$ cat src/sv/integer_to_radix_digits_assert.svh
// Assertion macros for the integer to radix digits block.
// Included by the top level; expects a clock i_clk and reset i_rst_n in scope.
`ifndef INTEGER_TO_RADIX_DIGITS_ASSERT_SVH
`define INTEGER_TO_RADIX_DIGITS_ASSERT_SVH

// Consequent checked in the same cycle as the antecedent.
`define ITRD_ASSERT_NOW(lbl, ante, cons) \
    lbl: assert property (@(posedge i_clk) disable iff (!i_rst_n) (ante) |-> (cons)) \
        else $error("integer_to_radix_digits assertion failed");

// Consequent checked in the cycle after the antecedent.
`define ITRD_ASSERT_NEXT(lbl, ante, cons) \
    lbl: assert property (@(posedge i_clk) disable iff (!i_rst_n) (ante) |=> (cons)) \
        else $error("integer_to_radix_digits assertion failed");

`endif

$ cat src/sv/itrd_pkg.sv
// Shared types, constants and the digit character function of the radix converter.
// No dependencies; used by all modules of the block.
package itrd_pkg;

    localparam int VALUE_W      = 32;
    localparam int DIGIT_W      = 6;
    localparam int CHAR_W       = 7;
    localparam int BIT_CNT_W    = 5;
    localparam int DIGIT_CAP    = 32;
    localparam int DIGIT_SLOTS_DEF = 32;

    localparam logic [DIGIT_W-1:0] RADIX_MIN   = 6'd2;
    localparam logic [DIGIT_W-1:0] RADIX_MAX   = 6'd36;
    localparam logic [DIGIT_W-1:0] RADIX_RESET = 6'd10;

    localparam logic [CHAR_W-1:0] CHAR_ZERO = 7'h30;
    localparam logic [CHAR_W-1:0] CHAR_A    = 7'h41;
    localparam logic [CHAR_W-1:0] CHAR_Z    = 7'h5A;

    typedef struct packed {
        logic load;
        logic div_step;
        logic store;
        logic rd;
        logic load_out;
    } t_cmd;

    typedef struct packed {
        logic quot_zero;
        logic cnt_last;
        logic rd_zero;
        logic out_free;
    } t_status;

    function automatic logic [CHAR_W-1:0] digit_to_char(input logic [DIGIT_W-1:0] d);
        logic [CHAR_W-1:0] dx;
        dx = {1'b0, d};
        if (d < 6'd10) begin
            return CHAR_ZERO + dx;
        end
        return CHAR_A + dx - 7'd10;
    endfunction

endpackage

$ cat src/sv/integer_to_radix_digits.sv
// Integer to radix digits converter, top level.
// Instantiates itrd_ctrl and itrd_dp; uses itrd_pkg and the assertion header.
//
// Usage: a signed 32-bit word arrives on the s_axis channel. Its magnitude is
// divided repeatedly by the base held in the radix register (written through
// i_cfg_wen / i_cfg_wdata, reset value 10; codes below 2 act as 2 and codes
// above 36 act as 36). The digits leave on the m_axis channel most significant
// first, one word per digit, with the sign on tuser and tlast on the final
// digit. A zero input gives the single digit 0.
// Sequence: each digit costs one bit-serial division and a store of the
// remainder; when the conversion is done, the remainder memory is read back
// and each digit is loaded into the output register in turn. A base-2 result
// has at most 32 digits.
// s_axis_tready is high only while the block is idle; the next input is taken
// while the last digit still waits in the output register.
// A stalled receiver simply holds the output register and pauses the readout.
// Reset (synchronous, active low) returns the controller to idle, empties the
// output register and restores the radix to 10. The remainder memory needs no
// clearing, since every entry is written before it is read.
module integer_to_radix_digits #(
    parameter int DIGIT_SLOTS = itrd_pkg::DIGIT_SLOTS_DEF
) (
    input  logic         i_clk,
    input  logic         i_rst_n,
    // Configuration: the radix register.
    input  logic         i_cfg_wen,
    input  logic [5:0]   i_cfg_wdata,
    // Input words.
    input  logic         s_axis_tvalid,
    output logic         s_axis_tready,
    input  logic [31:0]  s_axis_tdata,   // [31:0] value
    // Output words, one per digit.
    output logic         m_axis_tvalid,
    input  logic         m_axis_tready,
    output logic [15:0]  m_axis_tdata,   // [5:0] digit_value, [12:6] digit_char, [15:13] zero
    output logic         m_axis_tuser,   // [0] sign, set when the input was negative
    output logic         m_axis_tlast
);

    itrd_pkg::t_cmd                 cmd;
    itrd_pkg::t_status              status;
    logic [itrd_pkg::DIGIT_W-1:0]   digit;
    logic [itrd_pkg::CHAR_W-1:0]    dchar;

    itrd_ctrl u_ctrl (
        .i_clk      (i_clk),
        .i_rst_n    (i_rst_n),
        .i_in_valid (s_axis_tvalid),
        .o_in_ready (s_axis_tready),
        .i_status   (status),
        .o_cmd      (cmd)
    );

    itrd_dp #(
        .DIGIT_SLOTS (DIGIT_SLOTS)
    ) u_dp (
        .i_clk       (i_clk),
        .i_rst_n     (i_rst_n),
        .i_cfg_wen   (i_cfg_wen),
        .i_cfg_wdata (i_cfg_wdata),
        .i_value     (s_axis_tdata),
        .i_cmd       (cmd),
        .o_status    (status),
        .o_out_valid (m_axis_tvalid),
        .i_out_ready (m_axis_tready),
        .o_digit     (digit),
        .o_char      (dchar),
        .o_neg       (m_axis_tuser),
        .o_last      (m_axis_tlast)
    );

    assign m_axis_tdata = {3'b000, dchar, digit};

    // Assertions.
`include "integer_to_radix_digits_assert.svh"

    // Once a word is taken the block is busy converting it.
    `ITRD_ASSERT_NEXT(a_busy_after_accept, s_axis_tvalid && s_axis_tready, !s_axis_tready)

    // A presented digit always lies below the largest base.
    `ITRD_ASSERT_NOW(a_digit_range, m_axis_tvalid, m_axis_tdata[5:0] < itrd_pkg::RADIX_MAX)

    // The character always matches the digit value and never lies beyond Z.
    `ITRD_ASSERT_NOW(a_char_match, m_axis_tvalid,
        (m_axis_tdata[12:6] == itrd_pkg::digit_to_char(m_axis_tdata[5:0])) &&
        (m_axis_tdata[12:6] <= itrd_pkg::CHAR_Z))

endmodule

$ cat src/sv/itrd_ctrl.sv
// Controller state machine of the radix converter.
// Depends on itrd_pkg; drives the datapath through t_cmd and reads t_status.
module itrd_ctrl (
    input  logic                i_clk,
    input  logic                i_rst_n,
    input  logic                i_in_valid,
    output logic                o_in_ready,
    input  itrd_pkg::t_status   i_status,
    output itrd_pkg::t_cmd      o_cmd
);

    typedef enum logic [4:0] {
        S_IDLE  = 5'b00001,
        S_DIV   = 5'b00010,
        S_STORE = 5'b00100,
        S_READ  = 5'b01000,
        S_LOAD  = 5'b10000
    } t_state;

    t_state                              r_state, n_state;
    logic [itrd_pkg::BIT_CNT_W-1:0]      r_bit_cnt, n_bit_cnt;

    always_comb begin
        n_state   = r_state;
        n_bit_cnt = r_bit_cnt;
        o_cmd     = '0;
        o_in_ready = 1'b0;
        unique case (r_state)
            S_IDLE: begin
                o_in_ready = 1'b1;
                if (i_in_valid) begin
                    o_cmd.load = 1'b1;
                    n_bit_cnt  = '0;
                    n_state    = S_DIV;
                end
            end
            S_DIV: begin
                o_cmd.div_step = 1'b1;
                n_bit_cnt      = r_bit_cnt + 1'b1;
                if (r_bit_cnt == '1) begin
                    n_state = S_STORE;
                end
            end
            S_STORE: begin
                o_cmd.store = 1'b1;
                n_bit_cnt   = '0;
                if (i_status.quot_zero || i_status.cnt_last) begin
                    n_state = S_READ;
                end else begin
                    n_state = S_DIV;
                end
            end
            S_READ: begin
                o_cmd.rd = 1'b1;
                n_state  = S_LOAD;
            end
            S_LOAD: begin
                if (i_status.out_free) begin
                    o_cmd.load_out = 1'b1;
                    n_state = i_status.rd_zero ? S_IDLE : S_READ;
                end
            end
            default: begin
                n_state = S_IDLE;
            end
        endcase
    end

    always_ff @(posedge i_clk) begin
        if (!i_rst_n) begin
            r_state   <= S_IDLE;
            r_bit_cnt <= '0;
        end else begin
            r_state   <= n_state;
            r_bit_cnt <= n_bit_cnt;
        end
    end

endmodule

$ cat src/sv/itrd_dp.sv
// Datapath of the radix converter: radix register, bit-serial divider,
// remainder memory and output register. Depends on itrd_pkg.
module itrd_dp #(
    parameter int DIGIT_SLOTS = itrd_pkg::DIGIT_SLOTS_DEF
) (
    input  logic                                i_clk,
    input  logic                                i_rst_n,
    input  logic                                i_cfg_wen,
    input  logic [itrd_pkg::DIGIT_W-1:0]        i_cfg_wdata,
    input  logic [itrd_pkg::VALUE_W-1:0]        i_value,
    input  itrd_pkg::t_cmd                      i_cmd,
    output itrd_pkg::t_status                   o_status,
    output logic                                o_out_valid,
    input  logic                                i_out_ready,
    output logic [itrd_pkg::DIGIT_W-1:0]        o_digit,
    output logic [itrd_pkg::CHAR_W-1:0]         o_char,
    output logic                                o_neg,
    output logic                                o_last
);

    localparam int IDX_W = $clog2(DIGIT_SLOTS);
    localparam int CNT_W = $clog2(DIGIT_SLOTS + 1);
    localparam int LIMIT = (DIGIT_SLOTS < itrd_pkg::DIGIT_CAP) ? DIGIT_SLOTS
                                                                : itrd_pkg::DIGIT_CAP;

    logic [itrd_pkg::DIGIT_W-1:0]   r_radix;
    logic [itrd_pkg::DIGIT_W-1:0]   eff_radix;
    logic [itrd_pkg::VALUE_W-1:0]   r_quot;
    logic [itrd_pkg::DIGIT_W-1:0]   r_rem;
    logic [CNT_W-1:0]               r_count;
    logic [IDX_W-1:0]               r_rd_idx;
    logic [itrd_pkg::DIGIT_W-1:0]   r_rd_data;
    logic                           r_neg;
    logic                           r_out_valid;
    logic [itrd_pkg::DIGIT_W-1:0]   r_out_digit;
    logic [itrd_pkg::CHAR_W-1:0]    r_out_char;
    logic                           r_out_neg;
    logic                           r_out_last;
    logic [itrd_pkg::DIGIT_W-1:0]   r_mem [DIGIT_SLOTS];

    logic [itrd_pkg::VALUE_W-1:0]   magnitude;
    logic [itrd_pkg::DIGIT_W:0]     trial;
    logic [itrd_pkg::DIGIT_W:0]     diff;
    logic                           ge;

    // Out-of-range radix codes saturate to the nearest legal base.
    always_comb begin
        if (r_radix < itrd_pkg::RADIX_MIN) begin
            eff_radix = itrd_pkg::RADIX_MIN;
        end else if (r_radix > itrd_pkg::RADIX_MAX) begin
            eff_radix = itrd_pkg::RADIX_MAX;
        end else begin
            eff_radix = r_radix;
        end
    end

    assign magnitude = i_value[itrd_pkg::VALUE_W-1] ? (~i_value + 1'b1) : i_value;

    // One restoring division step: the dividend shifts out at the top while
    // quotient bits shift in at the bottom of the same register.
    assign trial = {r_rem, r_quot[itrd_pkg::VALUE_W-1]};
    assign diff  = trial - {1'b0, eff_radix};
    assign ge    = (trial >= {1'b0, eff_radix});

    always_ff @(posedge i_clk) begin
        if (!i_rst_n) begin
            r_radix     <= itrd_pkg::RADIX_RESET;
            r_quot      <= '0;
            r_count     <= '0;
            r_out_valid <= 1'b0;
        end else begin
            if (i_cfg_wen) begin
                r_radix <= i_cfg_wdata;
            end
            if (i_cmd.load) begin
                r_quot  <= magnitude;
                r_count <= '0;
            end else if (i_cmd.div_step) begin
                r_quot  <= {r_quot[itrd_pkg::VALUE_W-2:0], ge};
            end else if (i_cmd.store) begin
                r_count <= r_count + 1'b1;
            end
            if (i_cmd.load_out) begin
                r_out_valid <= 1'b1;
            end else if (i_out_ready) begin
                r_out_valid <= 1'b0;
            end
        end
    end

    always_ff @(posedge i_clk) begin
        if (i_cmd.load) begin
            r_rem <= '0;
            r_neg <= i_value[itrd_pkg::VALUE_W-1];
        end else if (i_cmd.div_step) begin
            r_rem <= ge ? diff[itrd_pkg::DIGIT_W-1:0] : trial[itrd_pkg::DIGIT_W-1:0];
        end else if (i_cmd.store) begin
            r_rem <= '0;
        end
        if (i_cmd.store) begin
            r_mem[r_count[IDX_W-1:0]] <= r_rem;
            r_rd_idx <= r_count[IDX_W-1:0];
        end else if (i_cmd.load_out) begin
            r_rd_idx <= r_rd_idx - 1'b1;
        end
        if (i_cmd.rd) begin
            r_rd_data <= r_mem[r_rd_idx];
        end
        if (i_cmd.load_out) begin
            r_out_digit <= r_rd_data;
            r_out_char  <= itrd_pkg::digit_to_char(r_rd_data);
            r_out_neg   <= r_neg;
            r_out_last  <= (r_rd_idx == '0);
        end
    end

    assign o_status.quot_zero = (r_quot == '0);
    assign o_status.cnt_last  = (r_count == CNT_W'(LIMIT - 1));
    assign o_status.rd_zero   = (r_rd_idx == '0);
    assign o_status.out_free  = !r_out_valid || i_out_ready;

    assign o_out_valid = r_out_valid;
    assign o_digit     = r_out_digit;
    assign o_char      = r_out_char;
    assign o_neg       = r_out_neg;
    assign o_last      = r_out_last;

endmodule
$ cat config.mk
export PLATFORM = sky130hd
export DESIGN_NAME = integer_to_radix_digits
export DESIGN_NICKNAME = d
export VERILOG_FILES = /design/src/sv/itrd_pkg.sv /design/src/sv/integer_to_radix_digits.sv /design/src/sv/itrd_ctrl.sv /design/src/sv/itrd_dp.sv
export VERILOG_INCLUDE_DIRS = /design/src /design/src/sv
export SDC_FILE = /design/constraint.sdc
export NUM_CORES = 1
export LEC_CHECK = 0
export BUFFER_PORTS_ARGS = -buffer_cell sky130_fd_sc_hd__buf_4
export CORE_UTILIZATION = 40
export DETAILED_ROUTE_END_ITERATION = 12
export PLACE_DENSITY_LB_ADDON = 0.08
export SETUP_SLACK_MARGIN = 0.4
export SYNTH_ARGS = -nofsm -noshare
export SYNTH_HDL_FRONTEND = slang
export SYNTH_SLANG_ARGS = --single-unit
$ cat constraint.sdc
create_clock -name i_clk -period 3.3 [get_ports i_clk]
set_input_delay 0.165 -clock i_clk [delete_from_list [all_inputs] [get_ports i_clk]]
set_output_delay 0.165 -clock i_clk [all_outputs]
set_load 0.1 [all_outputs]
# Yosys cells after proc, flatten, opt, wreduce, memory -nomap -nowiden
# Memory sizes are Yosys's and may differ from the RTL's. A register that Yosys moved wholly into a read port is not among the register bits.
# Cells that the tools add are included.
dict set report totals {
  reg_bits 82
  ramBits 192
  input_bits 43
  wordCells 87
  memories 1
}
dict set report classes {
  addsub 8
  n_lt_le_gt_ge 4
  eq_ne 10
  n_mux 34
  bitwise_logic 3
  reduce_logical 14
}
# name words word_bits read_ports rd_ports_with_merged_regs write_ports line
set memory_table {}
lappend memory_table {u_dp.r_mem 32 6 1 1 1 itrd_dp.sv:39} ;# logic [itrd_pkg::DIGIT_W-1:0] r_mem [DIGIT_SLOTS];
# op count
set ops {}
lappend ops {{32-bit 2-to-1 mux} 3}
lappend ops {{32-bit by 1-bit adder with 32-bit output (second input constant)} 1}
lappend ops {{32-bit logical NOT} 1}
lappend ops {{32-bit NOT} 1}
lappend ops {{5-bit 2-to-1 mux} 6}
lappend ops {{6-bit 2-to-1 mux} 5}
lappend ops {{5-bit one-hot mux with 5 select lines} 1}
lappend ops {{5-bit one-hot mux with 3 select lines} 1}
lappend ops {{1-bit 2-to-1 mux} 14}
lappend ops {{7-bit 2-to-1 mux} 2}
lappend ops {{5-bit equality test (second input constant)} 2}
lappend ops {{4-bit 2-to-1 mux} 2}
lappend ops {{2-bit nonzero test} 4}
lappend ops {{6-bit by 6-bit adder with 7-bit output (first input constant)} 1}
lappend ops {{7-bit by 6-bit adder with 7-bit output (first input constant)} 1}
lappend ops {{7-bit by 6-bit >= comparator with 1-bit output} 1}
lappend ops {{7-bit by 4-bit subtractor with 7-bit output (second input constant)} 1}
lappend ops {{6-bit by 1-bit adder with 6-bit output (second input constant)} 1}
lappend ops {{6-bit by 5-bit equality test with 1-bit output (second input constant)} 1}
lappend ops {{6-bit greater-than comparator (second input constant)} 1}
lappend ops {{6-bit by 2-bit less-than comparator with 1-bit output (second input constant)} 1}
lappend ops {{6-bit by 4-bit less-than comparator with 1-bit output (second input constant)} 1}
lappend ops {{6-bit subtractor} 1}
lappend ops {{5-bit by 1-bit adder with 5-bit output (second input constant)} 1}
lappend ops {{other kinds (15)} 19}

# Logic depth before layout (Yosys ltp)
# Gate-level depths: netlist (run 1).
dict set report logic_depth {
  word_depth 6
  mapped_depth 11
  ltp_nobuf 11
}

# Cells and area by module
# Synthesis (run 1) repeated with hierarchy kept, for this count alone.
dict set report unflattened {
  hier_cells 865
  hier_area_um2 12433.2
}
# mod n_inst cells_per_inst area_each_um2 seq_area_each_um2
set modules_own_cells {}
lappend modules_own_cells {itrd_dp 1 789 11812.6 7597.3}
lappend modules_own_cells {itrd_ctrl 1 72 594.3 200.2}
lappend modules_own_cells {integer_to_radix_digits 1 4 26.3 0.0}

# Worst setup path after synthesis (run 1)
# OpenSTA, ideal clock, no wires.
dict set report synth_path {
  kind {register -> register}
  from {register u_dp.r_radix[2] in the netlist's numbering}
  to {register u_dp.r_rem[2] in the netlist's numbering}
  setup_ns 0.122
  arrival_ns 2.318
  t_required_ns 3.178
  slack_ns 0.860
  path_stages_with_launch 12
  n_path_buf 0
  period_less_slack_ns 2.440
  path_cell_list {dfxtp_1 nor3_1 nand2_1 nand2_1 o21a_1 inv_1 ha_1 nand2b_1 a21oi_1 o31a_1 or2_2 a221o_1}
}
dict set report synth_between {
  elab_chain_cells 6
  elab_cells_between_ends 8
}
# element line
set synth_lines {}
lappend synth_lines {{from (decl)} itrd_dp.sv:26} ;# logic [itrd_pkg::DIGIT_W-1:0] r_radix;
lappend synth_lines {{from (signal assigned)} itrd_dp.sv:67} ;# r_radix <= itrd_pkg::RADIX_RESET;
lappend synth_lines {{from (signal assigned)} itrd_dp.sv:73} ;# r_radix <= i_cfg_wdata;
lappend synth_lines {{6-bit greater-than comparator} itrd_dp.sv:50} ;# end else if (r_radix > itrd_pkg::RADIX_MAX) begin
lappend synth_lines {{6-bit 2-to-1 mux} itrd_dp.sv:50}
lappend synth_lines {{6-bit 2-to-1 mux *} itrd_dp.sv:48} ;# if (r_radix < itrd_pkg::RADIX_MIN) begin
lappend synth_lines {{6-bit subtractor / 7-bit by 6-bit >= comparator with 1-bit output (equally long branches)} {itrd_dp.sv:62, itrd_dp.sv:63}}
lappend synth_lines {{6-bit 2-to-1 mux *} itrd_dp.sv:96} ;# r_rem <= ge ? diff[itrd_pkg::DIGIT_W-1:0] : trial[itrd_pkg::DIGIT_W-1:0];
lappend synth_lines {{6-bit 2-to-1 mux *} itrd_dp.sv:95} ;# end else if (i_cmd.div_step) begin
lappend synth_lines {{to (signal assigned)} itrd_dp.sv:96}
lappend synth_lines {{to (decl)} itrd_dp.sv:29} ;# logic [itrd_pkg::DIGIT_W-1:0] r_rem;
# Every way passes the cells marked *; elsewhere a longest branch is shown, timed or not.
# A chain may end at the register's enable or synchronous reset.

# Worst setup path after layout (run 1)
dict set report layout_path {
  from {input s_axis_tdata[6]}
  to {register u_dp.r_quot[17] in the netlist's numbering}
}
dict set report layout_between {
  elab_chain_cells 4
}
# element line
set layout_lines {}
lappend layout_lines {{from (decl)} integer_to_radix_digits.sv:31} ;# input logic [31:0] s_axis_tdata,
lappend layout_lines {{32-bit NOT} itrd_dp.sv:57} ;# assign magnitude = i_value[itrd_pkg::VALUE_W-1] ? (~i_value + 1'b1) : i_value;
lappend layout_lines {{32-bit by 1-bit adder with 32-bit output} itrd_dp.sv:57}
lappend layout_lines {{32-bit 2-to-1 mux} itrd_dp.sv:57}
lappend layout_lines {{32-bit 2-to-1 mux} itrd_dp.sv:75} ;# if (i_cmd.load) begin
lappend layout_lines {{to (signal assigned)} itrd_dp.sv:76} ;# r_quot <= magnitude;
lappend layout_lines {{to (signal assigned)} itrd_dp.sv:79} ;# r_quot <= {r_quot[itrd_pkg::VALUE_W-2:0], ge};
lappend layout_lines {{to (decl)} itrd_dp.sv:28} ;# logic [itrd_pkg::VALUE_W-1:0] r_quot;
# Every way passes these cells.

==> summary.txt, run 1 <==
Global routing
  – GRT Overall Usage: 17.3%
  – Vias in the first global route: 7,527
  – Global route overflow: 0
  – Largest net degree at the start of global routing: 45
  – First-pass GRT wire length: 42,000 um
  – Antenna violations before repair: 0

Placed design
  – Dpl hpwl: 17,300 um
  – I/O Buffers: 59
  – Pre-CTS setup slack: 0.612 ns
  – Placer Congestion: 0.802

Drt
  – Wire length per cell: 18.5 um
  – Post-DRT Antenna Nets: 0
  – Vias/cell: 5.24
  – Via count: 7,535
  – DR DRC count: 0
  – TritonRoute pass-1 iters: 5
  – Routed wire length: 26,500 um
  – Initial DRC count: 418

Pwr
  – Cell Int Power: 6250 uW
  – Clk pwr share: 44.8%
  – PwrDens: 536 nW/um2
  – Total chip power: 7970 uW
  – Leak: 0.00535 uW
  – Switch share: 21.5%
  – Comb pwr share: 6.5%
  – Worst VDD drop: 0.448 mV
  – Sw Pwr: 1720 uW
  – Flop pwr share: 48.7%

Logic synthesis
  – Post-synthesis sequential area ratio: 63.0%
  – Mapped Avg Cell Area: 13.7 um2
  – Register bit total from synthesis: 280
  – Synthesized cell area: 12,400 um2
  – Post-synth EDFFs: 219
  – Distinct cells, synth: 62
  – Ys flop type: edfxtp_1
  – Cells after synthesis: 902
  – Synthesis Warnings: 0
  – Async SR Flop Fraction: 0%

Layout
  – Layout cells sized above 1: 19.2%
  – Multi-input gate area: 4290 um2
  – ANT cells: 0
  – FF+latch area: 7800 um2
  – Layout area overhead: 20.2%
  – Post-Route Utilization: 48.7%
  – Final nets: 1,079
  – Fill cells: 2,619

Floorplanning
  – Die Ht: 178 um
  – Total die area: 31,600 um2
  – Starting Density: 40.6%
  – I/O Pins: 63
  – Die width: 178 um
  – Row cnt: 64
  – Area of the core: 30,500 um2

Critical path
  – Crit path kind: input pin to flop
  – Startpoint type of the worst setup path: input pin
  – Critical Path AT: 3.19 ns
  – Worst Setup End Kind: flop
  – Critical Path RT: 3.73 ns
  – Max Fanout on Critical Path: 9

Timing
  – Final worst path period share: 83.5%
  – F_max: 363 MHz
  – Setup_tns: 0 ns
  – RSZ-0062 raised after global routing: yes
  – Max Slew Vio Count: 0
  – # setup viols final: 0
  – Final min period: 2.75 ns
  – Worst Setup Slack, final: 0.546 ns
  – Final hold slack: 0.0532 ns
  – Worst Tran Pin Value: 0.976 ns
  – Slew HR: 34.9%
  – Post-route clock skew: 0.0145 ns
  – Final Hold Viols: 0

Clocking
  – CTS root buffer: clkbuf_16
  – CTS max path bufs: 3
  – Inserted Clock Buffers: 31
  – Clk sinks: 280
  – CTS tree: yes
  – Clk slew on worst S/H paths: 0.06 ns
  – Htree depth: 1
  – Clk_lat worst skew: 0.56 ns

Min path
  – Type of the worst min-delay path: input pin to flop

Outcome
  – Status: completed

Flow run
  – MaxCap Viol Count: 0
## timing repair
action,4_1_cts,5_1_grt
hold endpoints to repair,41,0
endpoints found under the setup margin,0,6
hold buffers,53,0
resized for setup,0,2
setup buffers,0,0
## flip-flops by register name, summed over array words and instances (netlist names)
register,cells
u_dp.r_radix,6
u_dp.o_out_valid,1
u_dp.r_count,6
u_dp.r_neg,1
u_ctrl.r_bit_cnt,5
u_dp.r_mem,192
u_ctrl.r_state,5
u_dp.o_neg,1
u_dp.o_last,1
u_dp.r_rd_idx,5
u_dp.r_quot,32
u_dp.r_rem,6
u_dp.r_rd_data,6
u_dp.o_digit,6
u_dp.o_char,7
## critical path: stages
cell and delay, ns:
dlygate4sd3_1 0.54, buf_4 0.14, or4_4 0.57, or4_4 0.63, o31ai_1 0.27, xor2_1 0.21, a21oi_1 0.09, dlygate4sd3_1 0.56
## metrics by stage
stage	instance area [um2]	cells
3_3_place_gp	13300	1327
5_1_grt	14900	1438
2_1_floorplan	12400	904
6_report	14900	1438
3_5_place_dp	13300	1327
4_1_cts	14900	1438
## power by group through the flow
stage	clock network, uW	logic [uW]	registers, uW
final	3570	515	3880
after global placement	0	455	3960
after detailed placement	0	457	3960
after CTS	3660	518	3880
after global routing	3800	574	3890
after floorplan	0	303	3950
## layer usage
layer,vias up,GRT usage (%),wire length (um)
li1,3679,-,-
met1,3677,23.3,12000
met2,141,29.5,13100
met3,38,2.12,950
met4,0,4.67,537
met5,-,0,0
## cells in the mapped netlist, types with 4 or more instances
cell / instances / area [um2]
dfxtp_1: 61 / 1220
inv_1: 21 / 78.8
nand4_1: 6 / 37.5
nor4_1: 14 / 87.6
a22o_1: 6 / 52.6
clkbuf_1: 36 / 135
or3_1: 6 / 37.5
xor2_1: 21 / 184
a21boi_0: 6 / 45.0
mux2_2: 7 / 78.8
buf_1: 7 / 26.3
nand3_1: 10 / 50.1
mux4_2: 48 / 1080
nand2b_1: 8 / 50.1
o21a_1: 4 / 30.0
mux2i_1: 31 / 310
a211oi_1: 6 / 45.0
xnor2_1: 20 / 175
nand2_1: 86 / 323
and3_1: 9 / 56.3
a31oi_1: 8 / 50.1
o31ai_1: 11 / 82.6
a21oi_1: 27 / 135
edfxtp_1: 219 / 6580
a311oi_1: 10 / 87.6
buf_2: 6 / 30.0
nor3_1: 11 / 55.1
o21ai_0: 26 / 130
ha_1: 18 / 225
nor2_1: 90 / 338
a221oi_1: 6 / 52.6
nand3b_1: 4 / 30.0
## final timing paths
kind	end	start	depth (start not counted)	slack (ns)
worst max-delay path	u_dp.r_quot[17]$_SDFFE_PN0P_	s_axis_tdata[6]	8	0.55
worst max register to register	u_dp.r_rem[3]$_SDFFE_PP0P_	u_dp.r_radix[2]$_SDFFE_PN0P_	11	0.69
worst min-delay path	u_dp.r_neg$_DFFE_PP_	s_axis_tdata[31]	1	0.05
worst min register to register	u_dp.o_digit[0]$_DFFE_PP_	u_dp.r_rd_data[0]$_DFFE_PP_	0	0.48
## final cells by class
type,instances,share of cell area (%)
Tap cell,396,3.33
Clock inverter,24,1.89
Clock buffer,34,5.29
Sequential cell,280,52.4
Timing Repair Buffer,133,7.69
Multi-Input combinational cell,550,28.8
Inverter,21,0.530
## cells in the final DEF (no fill, tap or decap), types with 4 or more instances in the layout
| cell | instances |
|---|---|
| nand3_1 | 10 |
| clkinvlp_4 | 4 |
| a311oi_1 | 10 |
| mux2i_1 | 31 |
| dlygate4sd3_1 | 53 |
| o21a_1 | 4 |
| mux4_2 | 48 |
| xor2_1 | 21 |
| a21oi_1 | 27 |
| nand3b_1 | 4 |
| ha_1 | 18 |
| o31ai_1 | 11 |
| a22o_1 | 6 |
| a211oi_1 | 6 |
| nor2_1 | 90 |
| nand2_1 | 86 |
| nand2b_1 | 8 |
| clkinv_1 | 5 |
| buf_4 | 79 |
| nand4_1 | 6 |
| a221oi_1 | 6 |
| clkbuf_16 | 31 |
| or3_1 | 6 |
| clkinv_2 | 7 |
| dfxtp_1 | 61 |
| and3_1 | 9 |
| bufinv_16 | 6 |
| a21boi_0 | 6 |
| inv_1 | 21 |
| or4_4 | 4 |
| nor3_1 | 10 |
| mux2_2 | 7 |
| a31oi_1 | 8 |
| xnor2_1 | 20 |
| o21ai_0 | 26 |
| edfxtp_1 | 219 |
| nor4_1 | 14 |
## logic make-up (layout without fill, tap and decap cells)
family,count (synthesis),after routing,synth area share (%)
other,1,3,0.0303
buffers and inverters,74,212,2.46
AOI/OAI and AO/OA,142,142,8.15
and+or+nand+nor,259,259,9.57
muxes,86,86,11.9
DFF,280,280,63.0
adders and majority gates,19,19,1.98
xor gates and xnor gates,41,41,2.90
Power figures use the tool's default switching activity.
==> run 2: changes to the inputs <==
Clock period 3.3 ns to 2.5 ns, I/O delays scaled along.
==> run 2 against run 1 <==
- via count is 1.9% higher
- non-clock buffer count up 43
- clock skew up 0.0066 ns
- critical endpoint is now u_dp.r_rem[4]$_SDFFE_PP0P_
- die area did not move
- first-iteration DRC count decreased by 16%
- wire length grew 3.0%
- worst setup slack lost 0.33 ns
- largest power group unchanged
- highest routed layer unchanged
- clock power grew 21%
- sequential share of layout area shrank 1.2 points
==> summary.txt, run 2 (synthesized netlist as in run 1, its figures left out) <==
Outcome
  – Status: completed

Global routing
  – Antenna violations before repair: 0 (unchanged)
  – Global route overflow: 0 (unchanged)
  – Largest net degree at the start of global routing: 45 (unchanged)
  – First-pass GRT wire length: 42,500 um (+1.2%)
  – Vias in the first global route: 7,663 (+1.8%)
  – GRT Overall Usage: 17.5% (+0.15 points)

Timing
  – F_max: 437 MHz
  – Post-route clock skew: 0.0211 ns (+0.00659 ns)
  – Final Hold Viols: 0 (unchanged)
  – Worst Tran Pin Value: 0.862 ns (-0.114 ns)
  – Max Slew Vio Count: 0 (unchanged)
  – # setup viols final: 0 (unchanged)
  – Worst Setup Slack, final: 0.211 ns (-0.335 ns)
  – RSZ-0062 raised after global routing: yes
  – Final worst path period share: 91.6%
  – Final min period: 2.29 ns
  – Slew HR: 42.5% (+7.6 points)
  – Setup_tns: 0 ns (unchanged)

Clocking
  – Clk_lat worst skew: 0.55 ns (about the same)
  – Inserted Clock Buffers: 30 (-3.2%)
  – CTS max path bufs: 3 (unchanged)
  – CTS tree: yes
  – Clk slew on worst S/H paths: 0.06 ns (about the same)
  – CTS root buffer: clkbuf_16
  – Htree depth: 1 (unchanged)
  – Clk sinks: 280 (unchanged)

Min path
  – Type of the worst min-delay path: input pin to flop
  – Hold path start: s_axis_tdata[9]

Critical path
  – CP peak stage delay: 0.36 ns (-0.27 ns)
  – Critical Path, Cell by Cell: nor3_4, nand2_1, nand2_1, o21a_1, inv_2, ha_4, nand2b_4, a21oi_2, o31a_1, or3_1, a32o_1
  – Slowest stage cell, crit path: dfxtp_4
  – Worst path buffer plus inverter count: 1 (-2)
  – Worst Setup End Kind: flop
  – Worst reg2reg startpoint: u_dp.r_radix[3]$_SDFFE_PN1P_
  – CP startpoint: u_dp.r_radix[3]$_SDFFE_PN1P_
  – Critical Path AT: 2.73 ns (-0.46 ns)
  – Crit path kind: flop to flop
  – Crit path top cell by count: nand2_1
  – Critical Path RT: 2.94 ns (-0.79 ns)
  – CP delay by family, top: simple AND/OR/NAND/NOR gates
  – Startpoint type of the worst setup path: flop
  – Max Fanout on Critical Path: 4 (-5)

Floorplanning
  – Starting Density: 40.6% (unchanged)
  – Row cnt: 64 (unchanged)
  – I/O Pins: 63 (unchanged)
  – Total die area: 31,600 um2 (unchanged)
  – Die Ht: 178 um (unchanged)
  – Die width: 178 um (unchanged)
  – Area of the core: 30,500 um2 (unchanged)

Layout
  – Layout area overhead: 23.3%
  – Fill cells: 2,615 (-0.15%)
  – ANT cells: 0 (unchanged)
  – Commonest non-fill, non-tap cell in the layout: edfxtp_1
  – Layout cells sized above 1: 24.9% (+5.7 points)
  – Final nets: 1,121 (+3.9%)
  – Max reg flops: 192 (unchanged)
  – Most frequent cells in the layout: 219 x edfxtp_1, 124 x buf_4, 87 x nor2_1, 82 x nand2_1, 58 x dfxtp_1

Drt
  – DR DRC count: 0 (unchanged)
  – Vias/cell: 5.19 (-0.91%)
  – TritonRoute pass-1 iters: 4 (-1)
  – Post-DRT Antenna Nets: 0 (unchanged)
  – Initial DRC count: 351 (-16%)
  – Wire length per cell: 18.5 um (+0.11%)
  – Routed wire length: 27,300 um (+3.0%)
  – Via count: 7,679 (+1.9%)

Pwr
  – Leak: 0.00556 uW (+3.9%)
  – PwrDens: 666 nW/um2 (+24%)
  – Worst VDD drop: 0.498 mV (+11%)

Placed design
  – Placer Congestion: 0.829 (+3.4%)
  – I/O Buffers: 59 (unchanged)
  – Pre-CTS setup slack: 0.101 ns (-0.511 ns)
  – Dpl hpwl: 17,500 um (+1.0%)

Flow run
  – MaxCap Viol Count: 0 (unchanged)
run 2: cell count changes in the layout (fill, tap and decap cells not counted), sizes merged:
cell | before | now
buf | 80 | 129
clkinvlp | 4 | 2
clkbuf | 34 | 41
dlygate4sd3 | 53 | 47
clkinv | 13 | 10
bufinv | 6 | 2
run 2: what timing repair did:
item / 4_1_cts / 5_1_grt
pin swaps: 6 / 9
hold buffers: 47 / 0
buffers inserted: 7 / 3
setup endpoints to repair: 9 / 127
gates cloned: 1 / 0
endpoints found under the hold margin: 42 / 0
resized for setup: 11 / 28
run 2: power breakdown:
part / internal (uW) / switching [uW]
clock network: 2520 / 1790
logic: 323 / 395
registers: 5060 / 66.1
total: 7900 / 2250
run 2: metal layers:
metal	vias to the layer above	routed length, um	track usage, %
met5	-	0	0
met4	0	611	4.88
met3	42	931	2.25
met2	135	13300	29.9
met1	3739	12500	23.3
li1	3763	-	-
run 2: final timing paths:
kind | endpoint | cells after the start | slack (ns)
hold reg to reg | u_dp.o_digit[0]$_DFFE_PP_ | 0 | 0.46
setup / recovery | u_dp.r_rem[4]$_SDFFE_PP0P_ | 11 | 0.21
setup reg to reg | u_dp.r_rem[4]$_SDFFE_PP0P_ | 11 | 0.21
hold / removal | u_dp.r_quot[10]$_SDFFE_PN0P_ | 4 | 0.02
run 2: cell type report:
class / count / area, um2 / share of cell area (%)
Inverter: 21 / 78.8 / 0.517
Clock buffer: 41 / 823 / 5.40
Timing Repair Buffer: 176 / 1500 / 9.84
Clock inverter: 15 / 144 / 0.944
Sequential cell: 280 / 7810 / 51.2
Tap cell: 396 / 495 / 3.25
Multi-Input combinational cell: 550 / 4400 / 28.9
run 2: stage by stage:
step	util (%)	hold WS (ns)	cell area, um2	cells	power (uW)
5_1_grt	50.0	0.0574	15200	1479	10500
3_3_place_gp	44.6	0.347	13600	1365	5840
3_5_place_dp	44.6	0.348	13600	1365	5840
6_report	50.0	0.0231	15200	1479	10200
2_1_floorplan	-	0.224	12400	904	5620
4_1_cts	49.6	0.0144	15100	1476	10200
run 2: worst min-delay path, cell delays in order:
cell and delay (ns):
buf_4 0.10, o31ai_1 0.08, xor2_1 0.12, a21boi_0 0.09
